File: src/hw/rtl/snae_pkg.sv
// Package for the sparse n-gram extractor: request and response payload types,
// field widths and hash constants. No dependencies.
package snae_pkg;

   localparam int BYTE_BITS   = 8;
   localparam int HASH_BITS   = 32;
   localparam int START_BITS  = 16;
   localparam int LENGTH_BITS = 17;

   localparam logic [63:0] MUL_FIRST  = 64'hc6a4a7935bd1e995;
   localparam logic [63:0] MUL_SECOND = 64'h0228876a7198b743;
   localparam int          FOLD_SHIFT = 47;

   typedef struct packed {
      logic [BYTE_BITS-1:0] data_byte;
      logic                 end_of_string;
   } req_type;

   typedef struct packed {
      logic [START_BITS-1:0]  ngram_start;
      logic [LENGTH_BITS-1:0] ngram_length;
      logic                   overflow;
      logic                   last_of_run;
   } rsp_type;

endpackage

File: src/hw/rtl/snae_ram.sv
// Generic single-write, single-read RAM with registered read data.
// No dependencies.
module snae_ram #(
   parameter int WIDTH = 48,
   parameter int DEPTH = 32
) (
   input  logic                     clock,
   input  logic                     wr_en,
   input  logic [$clog2(DEPTH)-1:0] wr_addr,
   input  logic [WIDTH-1:0]         wr_data,
   input  logic                     rd_en,
   input  logic [$clog2(DEPTH)-1:0] rd_addr,
   output logic [WIDTH-1:0]         rd_data
);

   logic [WIDTH-1:0] mem_ff [DEPTH];
   logic [WIDTH-1:0] rd_data_ff;

   always_ff @(posedge clock) begin
      if (wr_en) begin
         mem_ff[wr_addr] <= wr_data;
      end
      if (rd_en) begin
         rd_data_ff <= mem_ff[rd_addr];
      end
   end

   assign rd_data = rd_data_ff;

endmodule

File: src/hw/rtl/sparse_ngram_all_extractor.sv
// Sparse n-gram extractor (all n-grams): pair hash and monotonic stack.
// Depends on snae_pkg and snae_ram.
//
//   channel | ports                        | moves
//   req     | req_valid req_ready req_data | one text byte and end flag
//   rsp     | rsp_valid rsp_ready rsp_data | one n-gram (start, length, flags)
//   csr     | csr_valid csr_ready csr_wdata| signed_bytes register
//
// The first byte of a string is taken in the accept step alone. Other bytes: accept,
// hash on the shared 8x64 multiplier (MUL1, MUL2, SUM, FOLD), a compare per stack
// top tested, a check and, while entries remain, a stack RAM read per popped or
// discarded stack entry, a result step per result, then a push.
// Reset is synchronous; it empties the stack by count, the RAM is not cleared.
// A stalled rsp holds the sequencer in its result state; req_ready is low
// whenever a byte is in work.
module sparse_ngram_all_extractor
   import snae_pkg::*;
#(
   parameter int STACK_DEPTH   = 32,
   parameter int POSITION_BITS = 16
) (
   input  logic    clock,
   input  logic    reset,
   input  logic    req_valid,
   output logic    req_ready,
   input  req_type req_data,
   output logic    rsp_valid,
   input  logic    rsp_ready,
   output rsp_type rsp_data,
   input  logic    csr_valid,
   output logic    csr_ready,
   input  logic    csr_wdata
);

   localparam int IW = $clog2(STACK_DEPTH);
   localparam int CW = $clog2(STACK_DEPTH + 1);
   localparam int PB = POSITION_BITS;
   localparam int RW = HASH_BITS + PB;
   localparam int WB = (PB + 1 > LENGTH_BITS) ? PB + 1 : LENGTH_BITS;
   localparam int SB = (PB > START_BITS) ? PB : START_BITS;
   localparam logic [IW:0]   DEPTH_W = (IW + 1)'(STACK_DEPTH);
   localparam logic [IW-1:0] LAST_SLOT = IW'(STACK_DEPTH - 1);
   localparam logic [CW-1:0] DEPTH_C = CW'(STACK_DEPTH);

   localparam logic [3:0] ST_IDLE = 4'd0;
   localparam logic [3:0] ST_MUL1 = 4'd1;
   localparam logic [3:0] ST_MUL2 = 4'd2;
   localparam logic [3:0] ST_SUM  = 4'd3;
   localparam logic [3:0] ST_FOLD = 4'd4;
   localparam logic [3:0] ST_CMP  = 4'd5;
   localparam logic [3:0] ST_CHK  = 4'd6;
   localparam logic [3:0] ST_RDW  = 4'd7;
   localparam logic [3:0] ST_EPOP = 4'd8;
   localparam logic [3:0] ST_ETOP = 4'd9;
   localparam logic [3:0] ST_PUSH = 4'd10;

   logic [3:0]           state_ff, state_in;
   logic                 signed_bytes_ff, signed_bytes_in;
   logic [BYTE_BITS-1:0] prev_byte_ff, prev_byte_in;
   logic                 have_prev_ff, have_prev_in;
   logic [PB-1:0]        pos_ff, pos_in;
   logic [IW-1:0]        base_ff, base_in;
   logic [CW-1:0]        count_ff, count_in;
   logic                 ovf_ff, ovf_in;
   logic [BYTE_BITS-1:0] cur_byte_ff, cur_byte_in;
   logic                 eos_ff, eos_in;
   logic [63:0]          prod_ff, prod_in;
   logic [63:0]          acc_ff, acc_in;
   logic [HASH_BITS-1:0] hash_ff, hash_in;
   logic [HASH_BITS-1:0] top_hash_ff, top_hash_in;
   logic [PB-1:0]        top_start_ff, top_start_in;
   logic [HASH_BITS-1:0] pop_hash_ff, pop_hash_in;
   logic [PB-1:0]        pend_start_ff, pend_start_in;
   logic                 rsp_valid_ff, rsp_valid_in;
   rsp_type              rsp_data_ff, rsp_data_in;

   logic [BYTE_BITS-1:0] mul_byte;
   logic [63:0]          mul_const, mul_full, mul_out, acc_inv;
   logic [IW:0]          sum_top, sum_cnt;
   logic [IW-1:0]        phys_top, phys_cnt, base_next;
   logic [PB:0]          end1;
   logic [PB-1:0]        pair_start, emit_start;
   logic [WB-1:0]        len_wide;
   logic [SB-1:0]        start_wide;
   logic                 rsp_free, emit, emit_last;
   logic                 finish, fin_eos;
   logic [BYTE_BITS-1:0] fin_byte;
   logic                 ram_wr_en, ram_rd_en;
   logic [IW-1:0]        ram_wr_addr;
   logic [RW-1:0]        ram_wr_data, ram_rd_data;
   logic [HASH_BITS-1:0] rd_hash;
   logic [PB-1:0]        rd_start;

   snae_ram #(
      .WIDTH(RW),
      .DEPTH(STACK_DEPTH)
   ) u_stack (
      .clock  (clock),
      .wr_en  (ram_wr_en),
      .wr_addr(ram_wr_addr),
      .wr_data(ram_wr_data),
      .rd_en  (ram_rd_en),
      .rd_addr(phys_top),
      .rd_data(ram_rd_data)
   );

   assign rd_hash  = ram_rd_data[RW-1:PB];
   assign rd_start = ram_rd_data[PB-1:0];

   // shared byte-by-constant multiplier; sign extension folded in as -(C << 8)
   always_comb begin
      mul_byte  = (state_ff == ST_MUL1) ? prev_byte_ff : cur_byte_ff;
      mul_const = (state_ff == ST_MUL1) ? MUL_FIRST : MUL_SECOND;
      mul_full  = {{(64 - BYTE_BITS){1'b0}}, mul_byte} * mul_const;
      mul_out   = mul_full -
                  ((signed_bytes_ff && mul_byte[BYTE_BITS-1]) ? (mul_const << 8) : 64'd0);
      acc_inv   = (~acc_ff) >> FOLD_SHIFT;
   end

   // circular stack addressing
   always_comb begin
      sum_top   = {1'b0, base_ff} + {1'b0, IW'(count_ff - 1'b1)};
      sum_cnt   = {1'b0, base_ff} + {1'b0, IW'(count_ff)};
      phys_top  = (sum_top >= DEPTH_W) ? IW'(sum_top - DEPTH_W) : sum_top[IW-1:0];
      phys_cnt  = (sum_cnt >= DEPTH_W) ? IW'(sum_cnt - DEPTH_W) : sum_cnt[IW-1:0];
      base_next = (base_ff == LAST_SLOT) ? '0 : base_ff + 1'b1;
   end

   always_comb begin
      end1       = {1'b0, pos_ff} + 1'b1;
      pair_start = (pos_ff == '0) ? '0 : pos_ff - 1'b1;
      emit_start = (state_ff == ST_EPOP) ? pend_start_ff : top_start_ff;
      len_wide   = WB'(end1) - WB'(emit_start);
      start_wide = SB'(emit_start);
   end

   assign rsp_free  = !rsp_valid_ff || rsp_ready;
   assign req_ready = (state_ff == ST_IDLE);
   assign csr_ready = 1'b1;
   assign rsp_valid = rsp_valid_ff;
   assign rsp_data  = rsp_data_ff;

   always_comb begin
      state_in        = state_ff;
      signed_bytes_in = signed_bytes_ff;
      prev_byte_in    = prev_byte_ff;
      have_prev_in    = have_prev_ff;
      pos_in          = pos_ff;
      base_in         = base_ff;
      count_in        = count_ff;
      ovf_in          = ovf_ff;
      cur_byte_in     = cur_byte_ff;
      eos_in          = eos_ff;
      prod_in         = prod_ff;
      acc_in          = acc_ff;
      hash_in         = hash_ff;
      top_hash_in     = top_hash_ff;
      top_start_in    = top_start_ff;
      pop_hash_in     = pop_hash_ff;
      pend_start_in   = pend_start_ff;
      rsp_valid_in    = rsp_valid_ff && !rsp_ready;
      rsp_data_in     = rsp_data_ff;
      emit            = 1'b0;
      emit_last       = 1'b0;
      finish          = 1'b0;
      fin_eos         = 1'b0;
      fin_byte        = cur_byte_ff;
      ram_wr_en       = 1'b0;
      ram_wr_addr     = phys_cnt;
      ram_wr_data     = {hash_ff, pair_start};
      ram_rd_en       = 1'b0;

      if (csr_valid) begin
         signed_bytes_in = csr_wdata;
      end

      case (state_ff)
         ST_IDLE: begin
            if (req_valid) begin
               cur_byte_in = req_data.data_byte;
               eos_in      = req_data.end_of_string;
               if (have_prev_ff) begin
                  state_in = ST_MUL1;
               end else begin
                  finish   = 1'b1;
                  fin_byte = req_data.data_byte;
                  fin_eos  = req_data.end_of_string;
               end
            end
         end
         ST_MUL1: begin
            prod_in  = mul_out;
            state_in = ST_MUL2;
         end
         ST_MUL2: begin
            acc_in   = prod_ff;
            prod_in  = mul_out;
            state_in = ST_SUM;
         end
         ST_SUM: begin
            acc_in   = acc_ff + prod_ff;
            state_in = ST_FOLD;
         end
         ST_FOLD: begin
            hash_in  = acc_ff[HASH_BITS-1:0] + acc_inv[HASH_BITS-1:0];
            state_in = ST_CMP;
         end
         ST_CMP: begin
            if (count_ff == '0) begin
               state_in = ST_PUSH;
            end else if (hash_ff > top_hash_ff) begin
               pend_start_in = top_start_ff;
               pop_hash_in   = top_hash_ff;
               count_in      = count_ff - 1'b1;
               state_in      = ST_CHK;
            end else begin
               state_in = ST_ETOP;
            end
         end
         ST_CHK: begin
            if (count_ff == '0) begin
               state_in = ST_EPOP;
            end else begin
               ram_rd_en = 1'b1;
               state_in  = ST_RDW;
            end
         end
         ST_RDW: begin
            top_hash_in  = rd_hash;
            top_start_in = rd_start;
            if (rd_hash == pop_hash_ff) begin
               count_in = count_ff - 1'b1;
               state_in = ST_CHK;
            end else begin
               state_in = ST_EPOP;
            end
         end
         ST_EPOP: begin
            if (rsp_free) begin
               emit      = 1'b1;
               emit_last = (count_ff == '0);
               state_in  = (count_ff == '0) ? ST_PUSH : ST_CMP;
            end
         end
         ST_ETOP: begin
            if (rsp_free) begin
               emit      = 1'b1;
               emit_last = 1'b1;
               state_in  = ST_PUSH;
            end
         end
         ST_PUSH: begin
            ram_wr_en    = 1'b1;
            top_hash_in  = hash_ff;
            top_start_in = pair_start;
            if (count_ff == DEPTH_C) begin
               ram_wr_addr = base_ff;
               base_in     = base_next;
               ovf_in      = 1'b1;
            end else begin
               count_in = count_ff + 1'b1;
            end
            finish   = 1'b1;
            fin_eos  = eos_ff;
            state_in = ST_IDLE;
         end
         default: begin
            state_in = ST_IDLE;
         end
      endcase

      if (emit) begin
         rsp_valid_in             = 1'b1;
         rsp_data_in.ngram_start  = start_wide[START_BITS-1:0];
         rsp_data_in.ngram_length = len_wide[LENGTH_BITS-1:0];
         rsp_data_in.overflow     = ovf_ff;
         rsp_data_in.last_of_run  = emit_last;
      end

      if (finish) begin
         prev_byte_in = fin_byte;
         have_prev_in = 1'b1;
         if (pos_ff != '1) begin
            pos_in = pos_ff + 1'b1;
         end else begin
            ovf_in = 1'b1;
         end
         if (fin_eos) begin
            prev_byte_in = '0;
            have_prev_in = 1'b0;
            pos_in       = '0;
            base_in      = '0;
            count_in     = '0;
            ovf_in       = 1'b0;
         end
      end
   end

   always_ff @(posedge clock) begin
      if (reset) begin
         state_ff        <= ST_IDLE;
         signed_bytes_ff <= 1'b1;
         prev_byte_ff    <= '0;
         have_prev_ff    <= 1'b0;
         pos_ff          <= '0;
         base_ff         <= '0;
         count_ff        <= '0;
         ovf_ff          <= 1'b0;
         rsp_valid_ff    <= 1'b0;
      end else begin
         state_ff        <= state_in;
         signed_bytes_ff <= signed_bytes_in;
         prev_byte_ff    <= prev_byte_in;
         have_prev_ff    <= have_prev_in;
         pos_ff          <= pos_in;
         base_ff         <= base_in;
         count_ff        <= count_in;
         ovf_ff          <= ovf_in;
         rsp_valid_ff    <= rsp_valid_in;
      end
   end

   always_ff @(posedge clock) begin
      cur_byte_ff   <= cur_byte_in;
      eos_ff        <= eos_in;
      prod_ff       <= prod_in;
      acc_ff        <= acc_in;
      hash_ff       <= hash_in;
      top_hash_ff   <= top_hash_in;
      top_start_ff  <= top_start_in;
      pop_hash_ff   <= pop_hash_in;
      pend_start_ff <= pend_start_in;
      rsp_data_ff   <= rsp_data_in;
   end

endmodule

File: config.mk
export PLATFORM = sky130hd
export DESIGN_NAME = sparse_ngram_all_extractor
export DESIGN_NICKNAME = d
export VERILOG_FILES = /design/src/hw/rtl/snae_pkg.sv /design/src/hw/rtl/snae_ram.sv /design/src/hw/rtl/sparse_ngram_all_extractor.sv
export SDC_FILE = /design/constraint.sdc
export NUM_CORES = 2
export LEC_CHECK = 0
export ABC_AREA = 0
export BUFFER_PORTS_ARGS = -buffer_cell sky130_fd_sc_hd__buf_2
export CORE_MARGIN = 3
export CORE_UTILIZATION = 50
export CTS_CLUSTER_DIAMETER = 150
export DETAILED_ROUTE_END_ITERATION = 16
export PLACE_DENSITY = 0.68
export RECOVER_POWER = 100
export SYNTH_ARGS = -nofsm -noshare
export SYNTH_HDL_FRONTEND = slang
export SYNTH_HIERARCHICAL = 1
export SYNTH_SLANG_ARGS = --single-unit
File: constraint.sdc
create_clock -name clock -period 8.5 [get_ports clock]
set_input_delay 0.85 -clock clock [delete_from_list [all_inputs] [get_ports clock]]
set_output_delay 0.85 -clock clock [all_outputs]
set_load 0.05 [all_outputs]
# Yosys cells after proc, flatten, opt, wreduce, memory -nomap -nowiden

Memory sizes are Yosys's and may differ from the RTL's. A register that Yosys moved wholly into a read port is not among the register bits.
Index checks and enable logic that the tools add are counted.

Reductions and logical operators: 17
Equal/unequal tests: 18
Multipliers: 1
Magnitude comparators: 3
Add/sub/neg operators: 14
Bitwise logic cells: 2
Muxes and demuxes: 62

Operator list:

| kind                                                             | number |
|---|---|
| 64-bit 2-to-1 mux                                                | 2 |
| 64-bit case mux with 2 select lines                              | 1 |
| 64-bit adder                                                     | 1 |
| 8-bit by 64-bit multiplier with 64-bit output                    | 1 |
| 16-bit 2-to-1 mux                                                | 4 |
| 64-bit inverter                                                  | 1 |
| 32-bit case mux with 2 select lines                              | 1 |
| 64-bit subtractor                                                | 1 |
| 5-bit 2-to-1 mux                                                 | 9 |
| 8-bit 2-to-1 mux                                                 | 5 |
| 4-bit case mux with 10 select lines                              | 1 |
| 4-bit 2-to-1 mux                                                 | 9 |
| 6-bit 2-to-1 mux                                                 | 6 |
| 32-bit by 17-bit adder with 32-bit output                        | 1 |
| 32-bit == test                                                   | 1 |
| 32-bit > comparator                                              | 1 |
| 16-bit case mux with 2 select lines                              | 1 |
| 1-bit 2-to-1 mux                                                 | 19 |
| 6-bit case mux with 3 select lines                               | 1 |
| 16-bit by 1-bit adder with 17-bit output (second input constant) | 1 |
| 17-bit by 16-bit subtractor with 17-bit output                   | 1 |
| 16-bit by 1-bit adder with 16-bit output (second input constant) | 1 |
| 4-bit by 3-bit == test with 1-bit output (second input constant) | 4 |
| 16-bit logical NOT                                               | 1 |
| 27 further kinds                                                 | 43 |

Bits of input ports: 15
Word-level logic and storage cells: 140
Memories: 1
Memory bits (writable): 1,536
Register bits after elaboration: 343
Output and inout port bits: 38

Memory list:

| name           | depth | bits a word | rd ports | clocked after Yosys merged registers in | wr ports | line           | RTL |
|---|---|---|---|---|---|---|---|
| u_stack.mem_ff | 32    | 48          | 1        | 1                                       | 1        | snae_ram.sv:16 | `logic [WIDTH-1:0] mem_ff [DEPTH];` |

# Depth between registers and ports, before layout

Word-level depth: 6
Depth in mapped cells: 28
Mapped depth without buffers: 27

# Modules after synthesis

The synthesis kept the hierarchy.

Modules (own cells, without submodules):

| module                     | sequential area each (µm²) | area each (µm²) | instances | cells each |
|---|---|---|---|---|
| snae_ram                   | 47,565.6                   | 61,205.0        | 1         | 3,364 |
| sparse_ngram_all_extractor | 9,869.5                    | 30,890.9        | 1         | 3,208 |

# Worst setup path after synthesis

No wires, ideal clock.

Kind: flip-flop to flip-flop
From: register state_ff[1]
To: register prod_ff[31], data pin
Buffers on the path: 1
Required time: 8.241 ns
Arrival time: 6.813 ns
Stages on the path, launching flop included: 25
Period minus slack after synthesis: 7.072 ns
Setup time: 0.259 ns
Path slack: 1.428 ns
Cells stage by stage: dfxtp_1 > buf_2 > or2_2 > o21ai_0 > clkinv_1 > nor2_1 > inv_1 > nand2_1 > fa_1 > fa_1 > inv_1 > fa_1 > fa_1 > inv_1 > ha_1 > a21o_1 > o21bai_1 > o211ai_1 > nand3_1 > a31oi_1 > o31a_1 > o21ai_0 > a221o_1 > a21oi_1 > xnor2_1

Longest elaborated chain between the ends: 5
Elaborated cells between the ends (all ways): 7
Those cells by class: 1 x add/sub; 1 x mul; 1 x eq/ne; 3 x mux; 1 x reduce/logical

RTL lines:

| what                                                                                  | line                                                                 | RTL |
|---|---|---|
| from (decl)                                                                           | sparse_ngram_all_extractor.sv:57                                     | `logic [3:0] state_ff, state_in;` |
| from (signal assigned)                                                                | sparse_ngram_all_extractor.sv:311                                    | `state_ff <= state_in;` |
| 4-bit by 1-bit == test with 1-bit output *                                            | sparse_ngram_all_extractor.sv:112, sparse_ngram_all_extractor.sv:113 |  |
| branches (longest 3 deep; another with 8-bit by 64-bit multiplier with 64-bit output) | --                                                                   |  |
| 64-bit subtractor *                                                                   | sparse_ngram_all_extractor.sv:115                                    | `mul_out = mul_full -` |
| via mul_out[31]                                                                       | sparse_ngram_all_extractor.sv:78                                     | `logic [63:0] mul_const, mul_full, mul_out, acc_inv;` |
| to (signal assigned)                                                                  | sparse_ngram_all_extractor.sv:326                                    | `prod_ff <= prod_in;` |
| to (decl)                                                                             | sparse_ngram_all_extractor.sv:67                                     | `logic [63:0] prod_ff, prod_in;` |

Mark *: on every way through the listed nets, which the timed path passes.
A chain may end at the register's enable or synchronous reset.

# Final worst setup path

From: register state_ff[2]
To: memory u_stack.mem_ff[4][31], enable pin

Elaborated cells between the ends (all ways): 5
Those cells by class: 1 x eq/ne; 4 x mux

RTL lines:

| what               | line                              | RTL |
|---|---|---|
| 4-bit == test      | sparse_ngram_all_extractor.sv:177 | `case (state_ff)` |
| 5-bit 2-to-1 mux   | sparse_ngram_all_extractor.sv:177 |  |
| via ram_wr_addr[2] | sparse_ngram_all_extractor.sv:89  | `logic [IW-1:0] ram_wr_addr;` |
| to (decl)          | snae_ram.sv:16                    |  |

The timed path passes the listed nets, and every way through them passes these cells.

==> summary.txt <==
Power
  – Pwr dens: 266.6 nW/µm²
  – Leakage: 41.09 nW
  – Power after layout: 26.86 mW
  – Max VDD drop: 0.0002713 V

Global routing
  – First-pass GRT wire length: 354.7 mm
  – Gr ovfl total: 0
  – Largest net degree at the start of global routing: 127
  – Vias in the first global route: 54120
  – GRT Overall Usage: 24.96%
  – Initial antenna violation count: 1

STA
  – RSZ-0062 raised after global routing: no
  – Slew Limit Fails: 1662
  – Final hold violations: 0
  – Sum Neg Setup Slack: 0 ns
  – Setup violations, final: 0
  – Clk_skew: 0.02817 ns
  – Worst-Margin Slew: 4.364 ns
  – Final cycle utilization of the critical path: 94.02%
  – Fmax: 125.1 MHz
  – Final hold slack: 0.2103 ns
  – Slew Limit Headroom: -190.9%
  – Fin crit period: 7.992 ns

Drt
  – Antenna violation net count after detailed routing: 0
  – Number of DRC markers in iteration 0: 5651
  – Vias/cell: 5.965
  – WL/cell: 25.96 µm
  – Pre-antenna DRT Iters: 6
  – DRC errors left: 0
  – Wirelength, routed: 240.1 mm
  – Vias post-DR: 55160

Place
  – # placed instances: 8902
  – Cell Area, Placed: 95090 µm²
  – Buffers on Ports: 51
  – DP HPWL: 145.1 mm
  – Gp weighted congestion: 0.9932

Cells and area
  – Layout Cells excl Fill: 9246
  – Layout cells sized above 1: 6.121%
  – Layout area overhead: 9.399%
  – Fin area: 100800 µm²
  – FILL cells: 14690
  – Layout net count: 7197

Synth
  – Ys async rst share: 0%
  – Post-synth top area share: 61.43%
  – Seq cells post-synth: 1927
  – Count leader, synth: edfxtp_1
  – Syn. warnings: 6
  – Post-synth EDFFs: 1884
  – Post-synthesis area per instance: 14.01 µm²
  – Synth top area cells: edfxtp_1 (61%), mux2i_1 (8.6%), fa_1 (5.1%)
  – Cell taking the most area after synthesis: edfxtp_1
  – Top_reg_cell synth: edfxtp_1
  – Post-Syn Instances: 6572
  – Commonest cells post-synth: edfxtp_1 (1884), mux2i_1 (787), nand2_1 (498), inv_1 (472), a21oi_1 (331)
  – Synth cell types: 92
  – Sequential share of the synthesized area: 62.36%
  – Post-Syn Area: 92100 µm²

Clocking
  – Postcts setup bufs: 0
  – Clock sinks: 1927
  – Htree depth: 4
  – Clk buf depth: 3
  – CTS clk-pin slew, worst paths: 0.06 ns
  – Inserted Clock Buffers: 189
  – Worst-Skew Late Latency: 0.83 ns
  – Clk root buf: clkbuf_16
  – TritonCTS clock tree: done
  – Number of hold buffers added after CTS: 0
  – # resized after CTS: 0

Worst hold path
  – Worst hold path startpoint: req_data[3]
  – Hold WC Path Type: in2reg
  – Hold endpoint: cur_byte_ff[2]$_DFFE_PP_
  – WHS Path Cells: 1

Critical path
  – WP data required: 8.90 ns
  – Crit-path cells: nor2_1, nand3_4, clkbuf_1, inv_2, nand3_1, nor2_1, a21oi_1, nand2_1, nor2_4, clkbuf_2
  – Cell mode on critical path: nor2_1
  – Crit Path Category: reg2reg
  – Reg2reg end: u_stack/mem_ff[4][31]$_DFFE_PP_
  – R2r startpoint: state_ff[2]$_SDFFE_PP0P_
  – R2R depth: 10
  – Crit. End Element: register
  – Max stage delay cell, worst path: clkbuf_1
  – R2r setup slk: 0.51 ns
  – Crit-path max FO: 69
  – Setup crit start kind: register
  – Crit path DAT: 8.39 ns
  – Critical Path Max Stage Delay: 2.60 ns

Flow run
  – # Max-Cap Violations: 41

Die
  – Cell Rows: 156
  – Initial Utilization: 50.63%
  – I/O pin total: 53
  – Die Footprint: 189400 µm²
  – Core area: 181900 µm²
  – Width of the chip: 435.2 µm
  – Die Height: 435.2 µm

Run status
  – Violated checks: max-capacitance violations, max-slew violations
  – Status: complete, but fails checks
-- state kept, by name, summed over array words and instances, names as in the netlist, 6 cells and up --
name,cells
prev_byte_ff,8
top_hash_ff,32
count_ff,6
rsp_data,35
u_stack/mem_ff,1536
acc_ff,64
hash_ff,32
top_start_ff,16
pop_hash_ff,32
cur_byte_ff,8
pos_ff,16
pend_start_ff,16
prod_ff,64
u_stack/rd_data,48
-- critical path: cells and delay by family, from the launching register on --
family | cells | cell delay (ns)
flip-flops | 1 | 0.64
buffers and inverters | 3 | 4.11
AO/OA/AOI/OAI | 1 | 0.62
AND/OR/NAND/NOR | 6 | 2.11
-- worst max path at each step --
stage / cells after the start / slack, ns / startpoint / endpoint
6_report: 10 / 0.51 / state_ff[2]$_SDFFE_PP0P_ / u_stack/mem_ff[4][31]$_DFFE_PP_
3_3_place_gp: 22 / 1.03 / state_ff[0]$_SDFFE_PP0P_ / prod_ff[63]$_DFFE_PP_
4_1_cts: 22 / 0.82 / state_ff[0]$_SDFFE_PP0P_ / prod_ff[63]$_DFFE_PP_
5_1_grt: 10 / 0.14 / state_ff[2]$_SDFFE_PP0P_ / u_stack/mem_ff[4][10]$_DFFE_PP_
2_1_floorplan: 24 / 1.43 / state_ff[1]$_SDFFE_PP0P_ / prod_ff[31]$_DFFE_PP_
3_5_place_dp: 22 / 0.88 / state_ff[0]$_SDFFE_PP0P_ / prod_ff[63]$_DFFE_PP_
-- through the flow --
step	util [%]	worst slack [ns]
floorplan	-	1.428
global route	55.38	0.1443
global placement	52.27	1.033
CTS	55.58	0.8157
finish	55.38	0.5084
detailed placement	52.27	0.8800
-- power by group --
group          internal, mW  leakage (nW)  switching [mW]  total (mW)
logic                  3.09          20.8            4.62        7.72
clock network          4.56          2.90            3.58        8.14
registers              10.9          17.4           0.114        11.0
-- kinds of logic (layout without fill, tap and decap cells) --
| kind of cell | after synthesis | in the layout | synth area share, % |
|---|---|---|---|
| compound gates | 1081 | 1081 | 7.709 |
| xor+xnor | 225 | 225 | 2.140 |
| fa+ha+maj | 538 | 538 | 9.225 |
| buf+inv | 759 | 972 | 3.733 |
| flops | 1927 | 1927 | 62.36 |
| mux | 791 | 791 | 8.603 |
| other cells | 2 | 14 | 0.008155 |
| simple gates | 1249 | 1249 | 6.218 |
-- cell usage in the layout (no fill, tap or decap), types with 51 or more instances in the layout --
| cell | count |
|---|---|
| clkinv_1 | 51 |
| a21oi_1 | 331 |
| nor3_1 | 92 |
| inv_1 | 471 |
| a22o_1 | 97 |
| o21ai_0 | 163 |
| mux2i_1 | 787 |
| nand3_1 | 213 |
| xor2_1 | 112 |
| a31oi_1 | 78 |
| ha_1 | 302 |
| a22oi_1 | 144 |
| clkbuf_1 | 117 |
| nand2_1 | 497 |
| edfxtp_1 | 1884 |
| clkbuf_16 | 190 |
| nor2_1 | 186 |
| a21o_1 | 84 |
| xnor2_1 | 113 |
| fa_1 | 235 |
-- per-layer routing --
| layer | global-route usage (%) | share of wire (%) | up-vias |
|---|---|---|---|
| li1 | - | - | 24560 |
| met1 | 35.17 | 42 | 28070 |
| met2 | 40.20 | 48 | 2116 |
| met3 | 3.643 | 7.2 | 407 |
| met4 | 7.926 | 3.4 | 0 |
| met5 | 0 | 0 | - |
-- area by class of cell --
type | count | area [µm²] | share of cell area, %
clock inverters | 115 | 1109 | 1.100
clock buffers | 228 | 4907 | 4.871
flip-flops and latches | 1927 | 57440 | 57.01
multi-input cells | 3897 | 31540 | 31.31
well taps | 2449 | 3064 | 3.041
inverters | 473 | 1775 | 1.762
diodes | 1 | 2.502 | 0.002484
repair buffers | 156 | 915.9 | 0.9090
No activity file was read; power rests on OpenSTA's default activity.
